## config.mk

```make
export PLATFORM = sky130hd
export DESIGN_NAME = two_burst_tone_pattern_detector
export DESIGN_NICKNAME = d
export VERILOG_FILES = /design/src/sv/tbtpd_pkg.sv /design/src/sv/two_burst_tone_pattern_detector.sv /design/src/sv/tbtpd_quot.sv /design/src/sv/tbtpd_fsm.sv
export SDC_FILE = /design/constraint.sdc
export NUM_CORES = 2
export LEC_CHECK = 0
export ABC_CLOCK_PERIOD_IN_PS = 19600
export BUFFER_PORTS_ARGS = -buffer_cell sky130_fd_sc_hd__buf_4
export CAP_MARGIN = 20
export CORE_MARGIN = 2
export CORE_UTILIZATION = 40
export CTS_CLUSTER_DIAMETER = 60
export DETAILED_ROUTE_END_ITERATION = 16
export PLACE_DENSITY = 0.55
export SETUP_SLACK_MARGIN = 0.1
export SLEW_MARGIN = 5
export SYNTH_ARGS = -nofsm -noshare
export SYNTH_HDL_FRONTEND = slang
export SYNTH_HIERARCHICAL = 1
export SYNTH_SLANG_ARGS = --single-unit
```

## constraint.sdc

```tcl
create_clock -name aclk -period 19.6 [get_ports aclk]
set_input_delay 0.98 -clock aclk [delete_from_list [all_inputs] [get_ports aclk]]
set_output_delay 0.98 -clock aclk [all_outputs]
set_load 0.1 [all_outputs]
```

## src/sv/tbtpd_pkg.sv

```systemverilog
// ----------------------------------------------------------------------------
// tbtpd_pkg
// Shared widths, phase codes, register map, reset values and reciprocal
// constants for the two-burst tone pattern detector.
// ----------------------------------------------------------------------------
`default_nettype none

package tbtpd_pkg;

    // Data path widths
    localparam int SAMPLE_WIDTH = 24;
    localparam int COUNT_WIDTH  = 18;
    localparam int PHASE_WIDTH  = 3;
    localparam int APB_DATA_W   = 32;
    localparam int APB_ADDR_W   = 5;
    localparam int REG_IDX_W    = 3;

    // Quotient widths: x/2, x/5, x/100, x/126 of a SAMPLE_WIDTH value
    localparam int Q2_W   = SAMPLE_WIDTH - 1;
    localparam int Q5_W   = SAMPLE_WIDTH - 2;
    localparam int Q100_W = SAMPLE_WIDTH - 6;
    localparam int Q126_W = SAMPLE_WIDTH - 6;

    // Phase codes
    localparam logic [PHASE_WIDTH-1:0] PH_IDLE    = 3'd0;
    localparam logic [PHASE_WIDTH-1:0] PH_FIRST   = 3'd1;
    localparam logic [PHASE_WIDTH-1:0] PH_GAP     = 3'd2;
    localparam logic [PHASE_WIDTH-1:0] PH_SECOND  = 3'd3;
    localparam logic [PHASE_WIDTH-1:0] PH_CONFIRM = 3'd4;
    localparam logic [PHASE_WIDTH-1:0] PH_NOISE   = 3'd5;
    localparam logic [PHASE_WIDTH-1:0] PH_SETTLE  = 3'd6;

    // Register map (word index)
    localparam logic [REG_IDX_W-1:0] REG_THRESHOLD = 3'd0;
    localparam logic [REG_IDX_W-1:0] REG_CEILING   = 3'd1;
    localparam logic [REG_IDX_W-1:0] REG_FIRST_LEN = 3'd2;
    localparam logic [REG_IDX_W-1:0] REG_GAP_LEN   = 3'd3;
    localparam logic [REG_IDX_W-1:0] REG_SECOND_LEN = 3'd4;
    localparam logic [REG_IDX_W-1:0] REG_CONFIRM_LEN = 3'd5;
    localparam logic [REG_IDX_W-1:0] REG_HOLDOFF_LEN = 3'd6;
    localparam logic [REG_IDX_W-1:0] REG_SETTLE_LEN = 3'd7;

    // Reset values
    localparam logic [SAMPLE_WIDTH-1:0] RST_THRESHOLD   = SAMPLE_WIDTH'(4000);
    localparam logic [SAMPLE_WIDTH-1:0] RST_CEILING     = '1;
    localparam logic [COUNT_WIDTH-1:0]  RST_FIRST_LEN   = COUNT_WIDTH'(2600);
    localparam logic [COUNT_WIDTH-1:0]  RST_GAP_LEN     = COUNT_WIDTH'(9000);
    localparam logic [COUNT_WIDTH-1:0]  RST_SECOND_LEN  = COUNT_WIDTH'(10000);
    localparam logic [COUNT_WIDTH-1:0]  RST_CONFIRM_LEN = COUNT_WIDTH'(250);
    localparam logic [COUNT_WIDTH-1:0]  RST_HOLDOFF_LEN = COUNT_WIDTH'(150000);
    localparam logic [COUNT_WIDTH-1:0]  RST_SETTLE_LEN  = COUNT_WIDTH'(50000);

    // Ratio test divisors
    localparam int DIV_UPPER_2 = 2;
    localparam int DIV_UPPER_5 = 5;
    localparam int DIV_LOWER_100 = 100;
    localparam int DIV_LOWER_126 = 126;

    // Reciprocal multiply: x/d = (x * ceil(2^s/d)) >> s, s = width + clog2(d)
    localparam int MULT_W    = SAMPLE_WIDTH + 1;
    localparam int PROD_W    = SAMPLE_WIDTH + MULT_W;
    localparam int SHIFT5    = SAMPLE_WIDTH + $clog2(DIV_UPPER_5);
    localparam int SHIFT100  = SAMPLE_WIDTH + $clog2(DIV_LOWER_100);
    localparam int SHIFT126  = SAMPLE_WIDTH + $clog2(DIV_LOWER_126);

    typedef logic [MULT_W-1:0] recip_t;

    localparam recip_t RECIP5 =
        recip_t'(((64'd1 << SHIFT5) + 64'(DIV_UPPER_5 - 1)) / 64'(DIV_UPPER_5));
    localparam recip_t RECIP100 =
        recip_t'(((64'd1 << SHIFT100) + 64'(DIV_LOWER_100 - 1)) / 64'(DIV_LOWER_100));
    localparam recip_t RECIP126 =
        recip_t'(((64'd1 << SHIFT126) + 64'(DIV_LOWER_126 - 1)) / 64'(DIV_LOWER_126));

    // Configuration register set
    typedef struct packed {
        logic [SAMPLE_WIDTH-1:0] threshold;
        logic [SAMPLE_WIDTH-1:0] ceiling;
        logic [COUNT_WIDTH-1:0]  first_len;
        logic [COUNT_WIDTH-1:0]  gap_len;
        logic [COUNT_WIDTH-1:0]  second_len;
        logic [COUNT_WIDTH-1:0]  confirm_len;
        logic [COUNT_WIDTH-1:0]  holdoff_len;
        logic [COUNT_WIDTH-1:0]  settle_len;
    } cfg_t;

    // Sample with its precomputed quotients
    typedef struct packed {
        logic                    valid;
        logic                    mode;
        logic [SAMPLE_WIDTH-1:0] mag;
        logic [Q2_W-1:0]         q2;
        logic [Q5_W-1:0]         q5;
        logic [Q100_W-1:0]       q100;
        logic [Q126_W-1:0]       q126;
    } samp_t;

endpackage

`default_nettype wire

```

## src/sv/two_burst_tone_pattern_detector.sv

```systemverilog
// A result is registered in the input, quotient and sequencer stages in turn.
// Throughput: one transaction per cycle while the result is not stalled;
//   phase update: compares and a counter increment; quotients a stage earlier.
// Reset (aresetn low, synchronous): settle phase, count and peaks cleared,
//   registers back to their defaults, pipeline emptied.
// ----------------------------------------------------------------------------
// two_burst_tone_pattern_detector
// Top level: APB register file, input stage, quotient stage and the phase
// sequencer for the two-tone chime detector.
// ----------------------------------------------------------------------------
`default_nettype none

module two_burst_tone_pattern_detector (
    input  wire logic                               aclk,
    input  wire logic                               aresetn,
    // Sample channel
    input  wire logic                               s_valid,
    output logic                                    s_ready,
    input  wire logic                               s_mode,
    input  wire logic [tbtpd_pkg::SAMPLE_WIDTH-1:0] s_magnitude,
    // Result channel
    output logic                                    m_valid,
    input  wire logic                               m_ready,
    output logic                                    m_detect,
    output logic [tbtpd_pkg::PHASE_WIDTH-1:0]       m_phase,
    output logic [tbtpd_pkg::SAMPLE_WIDTH-1:0]      m_first_peak,
    output logic [tbtpd_pkg::SAMPLE_WIDTH-1:0]      m_second_peak,
    // Configuration port
    input  wire logic                               psel,
    input  wire logic                               penable,
    input  wire logic                               pwrite,
    input  wire logic [tbtpd_pkg::APB_ADDR_W-1:0]   paddr,
    input  wire logic [tbtpd_pkg::APB_DATA_W-1:0]   pwdata,
    output logic [tbtpd_pkg::APB_DATA_W-1:0]        prdata,
    output logic                                    pready
);
    import tbtpd_pkg::*;

    cfg_t                    cfg_reg;
    logic                    cfg_wr;
    logic [REG_IDX_W-1:0]    reg_idx;
    logic                    adv;
    logic                    in_valid_reg;
    logic                    in_mode_reg;
    logic [SAMPLE_WIDTH-1:0] in_mag_reg;
    samp_t                   samp;

    assign pready  = 1'b1;
    assign cfg_wr  = psel && penable && pwrite && pready;
    assign reg_idx = paddr[APB_ADDR_W-1:2];

    // Register writes
    always_ff @(posedge aclk) begin
        if (!aresetn) begin
            cfg_reg.threshold   <= RST_THRESHOLD;
            cfg_reg.ceiling     <= RST_CEILING;
            cfg_reg.first_len   <= RST_FIRST_LEN;
            cfg_reg.gap_len     <= RST_GAP_LEN;
            cfg_reg.second_len  <= RST_SECOND_LEN;
            cfg_reg.confirm_len <= RST_CONFIRM_LEN;
            cfg_reg.holdoff_len <= RST_HOLDOFF_LEN;
            cfg_reg.settle_len  <= RST_SETTLE_LEN;
        end else if (cfg_wr) begin
            case (reg_idx)
                REG_THRESHOLD:   cfg_reg.threshold   <= pwdata[SAMPLE_WIDTH-1:0];
                REG_CEILING:     cfg_reg.ceiling     <= pwdata[SAMPLE_WIDTH-1:0];
                REG_FIRST_LEN:   cfg_reg.first_len   <= pwdata[COUNT_WIDTH-1:0];
                REG_GAP_LEN:     cfg_reg.gap_len     <= pwdata[COUNT_WIDTH-1:0];
                REG_SECOND_LEN:  cfg_reg.second_len  <= pwdata[COUNT_WIDTH-1:0];
                REG_CONFIRM_LEN: cfg_reg.confirm_len <= pwdata[COUNT_WIDTH-1:0];
                REG_HOLDOFF_LEN: cfg_reg.holdoff_len <= pwdata[COUNT_WIDTH-1:0];
                REG_SETTLE_LEN:  cfg_reg.settle_len  <= pwdata[COUNT_WIDTH-1:0];
                default: begin
                end
            endcase
        end
    end

    // Register reads
    always_comb begin
        case (reg_idx)
            REG_THRESHOLD:   prdata = APB_DATA_W'(cfg_reg.threshold);
            REG_CEILING:     prdata = APB_DATA_W'(cfg_reg.ceiling);
            REG_FIRST_LEN:   prdata = APB_DATA_W'(cfg_reg.first_len);
            REG_GAP_LEN:     prdata = APB_DATA_W'(cfg_reg.gap_len);
            REG_SECOND_LEN:  prdata = APB_DATA_W'(cfg_reg.second_len);
            REG_CONFIRM_LEN: prdata = APB_DATA_W'(cfg_reg.confirm_len);
            REG_HOLDOFF_LEN: prdata = APB_DATA_W'(cfg_reg.holdoff_len);
            REG_SETTLE_LEN:  prdata = APB_DATA_W'(cfg_reg.settle_len);
            default:         prdata = '0;
        endcase
    end

    // Advance the whole pipeline when the result slot is free or drained
    assign adv     = !m_valid || m_ready;
    assign s_ready = adv;

    // Input stage
    always_ff @(posedge aclk) begin
        if (!aresetn) begin
            in_valid_reg <= 1'b0;
        end else if (adv) begin
            in_valid_reg <= s_valid;
        end
        if (adv) begin
            in_mode_reg <= s_mode;
            in_mag_reg  <= s_magnitude;
        end
    end

    tbtpd_quot u_quot (
        .aclk     (aclk),
        .aresetn  (aresetn),
        .adv      (adv),
        .in_valid (in_valid_reg),
        .in_mode  (in_mode_reg),
        .in_mag   (in_mag_reg),
        .samp     (samp)
    );

    tbtpd_fsm u_fsm (
        .aclk            (aclk),
        .aresetn         (aresetn),
        .adv             (adv),
        .samp            (samp),
        .cfg             (cfg_reg),
        .out_valid       (m_valid),
        .out_detect      (m_detect),
        .out_phase       (m_phase),
        .out_first_peak  (m_first_peak),
        .out_second_peak (m_second_peak)
    );

endmodule

`default_nettype wire

```

## src/sv/tbtpd_quot.sv

```systemverilog
// ----------------------------------------------------------------------------
// tbtpd_quot
// Quotient stage: divides the registered magnitude by the ratio-test
// constants with reciprocal multiplies (a shift for 2) and registers the results.
// ----------------------------------------------------------------------------
`default_nettype none

module tbtpd_quot (
    input  wire logic                              aclk,
    input  wire logic                              aresetn,
    input  wire logic                              adv,
    input  wire logic                              in_valid,
    input  wire logic                              in_mode,
    input  wire logic [tbtpd_pkg::SAMPLE_WIDTH-1:0] in_mag,
    output tbtpd_pkg::samp_t                       samp
);
    import tbtpd_pkg::*;

    logic [PROD_W-1:0] prod5;
    logic [PROD_W-1:0] prod100;
    logic [PROD_W-1:0] prod126;
    samp_t             samp_reg;
    samp_t             samp_next;

    // Multiply by the scaled reciprocals
    assign prod5   = PROD_W'(in_mag) * PROD_W'(RECIP5);
    assign prod100 = PROD_W'(in_mag) * PROD_W'(RECIP100);
    assign prod126 = PROD_W'(in_mag) * PROD_W'(RECIP126);

    // Assemble the next stage contents
    always_comb begin
        samp_next       = samp_reg;
        samp_next.valid = in_valid;
        samp_next.mode  = in_mode;
        samp_next.mag   = in_mag;
        samp_next.q2    = in_mag[SAMPLE_WIDTH-1:1];
        samp_next.q5    = prod5[SHIFT5 +: Q5_W];
        samp_next.q100  = prod100[SHIFT100 +: Q100_W];
        samp_next.q126  = prod126[SHIFT126 +: Q126_W];
    end

    // Advance with the pipeline
    always_ff @(posedge aclk) begin
        if (!aresetn) begin
            samp_reg.valid <= 1'b0;
        end else if (adv) begin
            samp_reg.valid <= samp_next.valid;
        end
        if (adv) begin
            samp_reg.mode <= samp_next.mode;
            samp_reg.mag  <= samp_next.mag;
            samp_reg.q2   <= samp_next.q2;
            samp_reg.q5   <= samp_next.q5;
            samp_reg.q100 <= samp_next.q100;
            samp_reg.q126 <= samp_next.q126;
        end
    end

    assign samp = samp_reg;

endmodule

`default_nettype wire

```

## src/sv/tbtpd_fsm.sv

```systemverilog
// ----------------------------------------------------------------------------
// tbtpd_fsm
// Phase sequencer: window counter, peak tracking and the peak ratio test.
// The phase and peak registers double as the held result.
// ----------------------------------------------------------------------------
`default_nettype none

module tbtpd_fsm (
    input  wire logic                               aclk,
    input  wire logic                               aresetn,
    input  wire logic                               adv,
    input  wire tbtpd_pkg::samp_t                   samp,
    input  wire tbtpd_pkg::cfg_t                    cfg,
    output logic                                    out_valid,
    output logic                                    out_detect,
    output logic [tbtpd_pkg::PHASE_WIDTH-1:0]       out_phase,
    output logic [tbtpd_pkg::SAMPLE_WIDTH-1:0]      out_first_peak,
    output logic [tbtpd_pkg::SAMPLE_WIDTH-1:0]      out_second_peak
);
    import tbtpd_pkg::*;

    logic                    take;
    logic [PHASE_WIDTH-1:0]  ph_reg, ph_next;
    logic [COUNT_WIDTH-1:0]  cnt_reg, cnt_next, cnt_inc;
    logic [SAMPLE_WIDTH-1:0] fp_reg, fp_next;
    logic [Q2_W-1:0]         fp_q2_reg, fp_q2_next;
    logic [Q100_W-1:0]       fp_q100_reg, fp_q100_next;
    logic [SAMPLE_WIDTH-1:0] sp_reg, sp_next;
    logic [Q5_W-1:0]         sp_q5_reg, sp_q5_next;
    logic [Q126_W-1:0]       sp_q126_reg, sp_q126_next;
    logic                    det_next;
    logic                    det_reg;
    logic                    valid_reg;
    logic                    ratio_ok;

    assign take    = adv && samp.valid;
    assign cnt_inc = cnt_reg + COUNT_WIDTH'(1);

    // Peak ratio test on the stored quotients
    assign ratio_ok = (Q2_W'(sp_q5_reg) <= fp_q2_reg) && (sp_q126_reg >= fp_q100_reg);

    // Next phase, count and peaks
    always_comb begin
        ph_next      = ph_reg;
        cnt_next     = cnt_reg;
        fp_next      = fp_reg;
        fp_q2_next   = fp_q2_reg;
        fp_q100_next = fp_q100_reg;
        sp_next      = sp_reg;
        sp_q5_next   = sp_q5_reg;
        sp_q126_next = sp_q126_reg;
        det_next     = 1'b0;
        if (samp.mode) begin
            ph_next  = PH_SETTLE;
            cnt_next = '0;
        end else begin
            case (ph_reg)
                PH_IDLE: begin
                    fp_next      = '0;
                    fp_q2_next   = '0;
                    fp_q100_next = '0;
                    sp_next      = '0;
                    sp_q5_next   = '0;
                    sp_q126_next = '0;
                    if (samp.mag > cfg.ceiling) begin
                        ph_next  = PH_NOISE;
                        cnt_next = '0;
                    end else if (samp.mag > cfg.threshold) begin
                        fp_next      = samp.mag;
                        fp_q2_next   = samp.q2;
                        fp_q100_next = samp.q100;
                        ph_next      = PH_FIRST;
                        cnt_next     = '0;
                    end
                end
                PH_FIRST: begin
                    if (samp.mag > cfg.ceiling) begin
                        ph_next  = PH_NOISE;
                        cnt_next = '0;
                    end else begin
                        if (samp.mag > fp_reg) begin
                            fp_next      = samp.mag;
                            fp_q2_next   = samp.q2;
                            fp_q100_next = samp.q100;
                        end
                        cnt_next = cnt_inc;
                        if (cnt_inc >= cfg.first_len) begin
                            ph_next  = PH_GAP;
                            cnt_next = '0;
                        end
                    end
                end
                PH_GAP: begin
                    if (samp.mag > fp_reg) begin
                        ph_next  = PH_NOISE;
                        cnt_next = '0;
                    end else if (cnt_reg < cfg.gap_len) begin
                        cnt_next = cnt_inc;
                    end else begin
                        ph_next  = PH_SECOND;
                        cnt_next = '0;
                    end
                end
                PH_SECOND: begin
                    if (cnt_reg < cfg.second_len) begin
                        cnt_next = cnt_inc;
                        if (samp.mag > sp_reg) begin
                            sp_next      = samp.mag;
                            sp_q5_next   = samp.q5;
                            sp_q126_next = samp.q126;
                        end
                    end else begin
                        ph_next  = ratio_ok ? PH_CONFIRM : PH_NOISE;
                        cnt_next = '0;
                    end
                end
                PH_CONFIRM: begin
                    if (cnt_reg < cfg.confirm_len) begin
                        cnt_next = cnt_inc;
                    end else begin
                        det_next = 1'b1;
                        ph_next  = PH_SETTLE;
                        cnt_next = '0;
                    end
                end
                PH_NOISE: begin
                    if (cnt_reg < cfg.holdoff_len) begin
                        cnt_next = cnt_inc;
                    end else begin
                        ph_next  = PH_IDLE;
                        cnt_next = '0;
                    end
                end
                PH_SETTLE: begin
                    if (cnt_reg < cfg.settle_len) begin
                        cnt_next = cnt_inc;
                    end else begin
                        ph_next  = PH_IDLE;
                        cnt_next = '0;
                    end
                end
                default: begin
                    ph_next  = PH_SETTLE;
                    cnt_next = '0;
                end
            endcase
        end
    end

    // Update state and the result slot on each consumed sample
    always_ff @(posedge aclk) begin
        if (!aresetn) begin
            ph_reg      <= PH_SETTLE;
            cnt_reg     <= '0;
            fp_reg      <= '0;
            fp_q2_reg   <= '0;
            fp_q100_reg <= '0;
            sp_reg      <= '0;
            sp_q5_reg   <= '0;
            sp_q126_reg <= '0;
            det_reg     <= 1'b0;
            valid_reg   <= 1'b0;
        end else begin
            if (adv) begin
                valid_reg <= samp.valid;
            end
            if (take) begin
                ph_reg      <= ph_next;
                cnt_reg     <= cnt_next;
                fp_reg      <= fp_next;
                fp_q2_reg   <= fp_q2_next;
                fp_q100_reg <= fp_q100_next;
                sp_reg      <= sp_next;
                sp_q5_reg   <= sp_q5_next;
                sp_q126_reg <= sp_q126_next;
                det_reg     <= det_next;
            end
        end
    end

    assign out_valid       = valid_reg;
    assign out_detect      = det_reg;
    assign out_phase       = ph_reg;
    assign out_first_peak  = fp_reg;
    assign out_second_peak = sp_reg;

`ifndef SYNTHESIS
    // A detect pulse always lands in the settle phase
    a_detect_settle: assert property (@(posedge aclk) disable iff (!aresetn)
        det_reg |-> (ph_reg == PH_SETTLE))
        else $error("detect raised outside settle phase");

    // Reset brings the sequencer to settle
    a_reset_settle: assert property (@(posedge aclk)
        !aresetn |=> (ph_reg == PH_SETTLE) && (cnt_reg == '0))
        else $error("reset did not return to settle");

    // Idle always runs with a cleared window count
    a_idle_count: assert property (@(posedge aclk) disable iff (!aresetn)
        (ph_reg == PH_IDLE) |-> (cnt_reg == '0))
        else $error("window count nonzero in idle");

    // The gap phase is only reached with a first peak above zero
    a_gap_peak: assert property (@(posedge aclk) disable iff (!aresetn)
        (ph_reg == PH_GAP) |-> (fp_reg != '0))
        else $error("gap phase with empty first peak");

    // State holds while no sample is consumed
    a_hold_state: assert property (@(posedge aclk) disable iff (!aresetn)
        !take |=> $stable(ph_reg) && $stable(cnt_reg))
        else $error("state changed without a consumed sample");
`endif

endmodule

`default_nettype wire

```

==> run summary <==
Std cell rows = 123
Synthesis-stage register bit count = 418
TritonCTS clock tree = yes
CP startpoint kind = flop
Yosys Warn Count = 6
Seq/Total Area, Yosys = 0.2072
Total GRT Usage = 0.2279
Mapped Cells = 4,809
Hold buffers post-CTS = 0
Port Buffers = 136
Endpoints failing hold = 0
Clk_skew = 0.06312 ns
Met3 WL = 6.166 mm
Clk sinks = 418
Crit path kind = flop to flop
Post-CTS Setup Inserts = 0
Post-synthesis simple-gate area fraction = 0.09557
Primary FF master, synth = dfxtp_1
Hold crit path type = flop to flop
Critical path, cell by cell = buf_4, inv_1, ha_1, inv_1, fa_1, inv_1, fa_1, fa_1, inv_1, fa_1, fa_1, inv_1, fa_1, inv_1, ha_1, a21oi_1, o21ai_0, nor2_1, o2111ai_1, a221oi_2, a21oi_1, a221oi_2, xnor2_1
Clock Tree Root = clkbuf_16
Clock Path Buffers = 3
Largest net degree at the start of global routing = 103
First-pass DRT Iterations = 5
Cts bufs inserted = 55
Synth Area in Adders = 0.4420
Drt via density = 5.222
Grt ovf = 0
Max_slew headroom = 0.2728
Post-cts gate resize count = 0
Most frequent cells in the layout = inv_1, ha_1, fa_1, nand2_1, dfxtp_1
Synth cell types = 88
Cell family contributing the most delay on the critical path = adder cells
Crit path DAT = 8.29 ns
Cell leakage power = 24.82 nW
Overall Power = 0.009367 W
Clock latency on the worst-skew pair = 0.70 ns
Final WL = 131.6 mm
Routed Antenna Nets = 0
Data required, critical path = 19.99 ns
WL met1 = 56.15 mm
Core region area = 112,800 um2
Routed met2 length = 63.42 mm
Final period utilization = 0.4029
Max_cap viols = 0
First-pass GRT wire length = 203.5 mm
Uppermost layer routed = met4
Initial core utilization = 0.4042
Fin nets = 6,281
Post-layout min period = 7.898 ns
Least-Margin Pin Slew = 1.091 ns
Max-slew violation count = 0
Placer Congestion = 0.8913
TNS Setup = 0 ns
Slowest stage delay, CP = 0.61 ns
Share of cells above drive strength 1 = 0.06751
# IOs = 156
Mapped Area = 45,600 um2
Initial antenna violation count = 9
Die W = 341.6 um
Most common cell after layout, fill and taps aside = inv_1
DP HPWL = 102.5 mm
Wire per inst = 20.49 um
Final setup vio count = 0
Main combinational cell family by area after synthesis = adder cells
H-tree depth = 2
P&R area growth vs syn = 9.219%
Worst setup EP type = flop
Compound-Gate Fraction of Synth Area = 0.1296
DRC = 0
Worst vdd ir = 0.0002337 V
Slowest cell on crit path = a221oi_2
Post-synth ARST share = 0
Outcome = finished, final reports clean
Die Ht = 341.6 um
Die area = 116,700 um2
Max Fclk = 126.6 MHz
Vias = 33,530
Buf/Inv on CP = 7
Max reg flops = 156
XOR/XNOR Fraction of Synth Area = 0.01537
EDFF count, synth = 108
Vias in the first global route = 34,590
Post-synthesis mux area share = 0.008259
CP max FO = 18
Unrepaired setup endpoints after global routing = false
Syn avg cell area = 9.482 um2
Drt first-iter violations = 1,885
Power Density = 188.1 nW/um2
Worst-path clk slew = 0.06 ns
[synth_stat cells (50+ instances only)]
cell type | instances | area [um2]
a21o_1 | 101 | 758.2
a21oi_1 | 195 | 975.9
a22o_1 | 88 | 770.7
a22oi_1 | 65 | 488.0
buf_2 | 58 | 290.3
buf_4 | 50 | 375.4
clkbuf_1 | 58 | 217.7
dfxtp_1 | 310 | 6206
edfxtp_1 | 108 | 3243
fa_1 | 453 | 9069
ha_1 | 886 | 11090
inv_1 | 989 | 3712
nand2_1 | 407 | 1528
nand3_1 | 109 | 545.5
nand4_1 | 60 | 375.4
nor2_1 | 165 | 619.3
o21ai_0 | 96 | 480.5
[logic make-up (layout without fill, tap and decap cells)]
kind of cell	Yosys count	after routing
adders and majority gates	1339	1339
buffers and inverters	1162	1264
and+or+nand+nor	939	939
AOI/OAI and AO/OA	833	833
DFF	418	418
xor gates and xnor gates	80	80
muxes	36	36
other	2	12
[area by class of cell]
class | count | area, um2
fillers | 11000 | 63000
multi-input cells | 3236 | 31580
flip-flops and latches | 418 | 9449
inverters | 989 | 3712
well taps | 1500 | 1877
clock buffers | 77 | 1559
repair buffers | 173 | 1299
clock inverters | 25 | 325.3
diodes | 3 | 7.507
[metal layers]
| metal | vias to the layer above | GRT usage |
|---|---|---|
| li1 | 16160 | - |
| met3 | 267 | 0.02667 |
| met1 | 16320 | 0.2898 |
| met2 | 782 | 0.3906 |
| met4 | 0 | 0.09627 |
| met5 | - | 0 |
[power breakdown]
group          internal [W]  total (W)  leakage [nW]  switching [W]
combinational       0.00293    0.00712          20.3        0.00419
clock              0.000605    0.00104         0.916       0.000435
sequential          0.00117    0.00121          3.64      0.0000363
[metrics by stage]
stage	utilization	std cells	setup slack (ns)	hold WS [ns]	area (um2)
floorplan	-	4816	13.03	0.4003	45630
global placement	0.4247	6316	11.72	0.4284	47910
detailed placement	0.4247	6316	11.73	0.4212	47910
CTS	0.4414	6418	11.68	0.4196	49800
global route	0.4415	6421	11.36	0.4409	49800
finish	0.4415	6421	11.70	0.4383	49800
[worst paths after layout]
| path | startpoint | to | slack (ns) | cells past startpoint |
|---|---|---|---|---|
| min reg2reg | in_mode_reg | u_quot/samp[105] | 0.44 | 0 |
| max | in_mag_reg[13] | u_quot/samp[57] | 11.70 | 23 |
| max reg2reg | in_mag_reg[13] | u_quot/samp[57] | 11.70 | 23 |
| min | in_mode_reg | u_quot/samp[105] | 0.44 | 0 |
No activity file was read; power rests on OpenSTA's default activity.
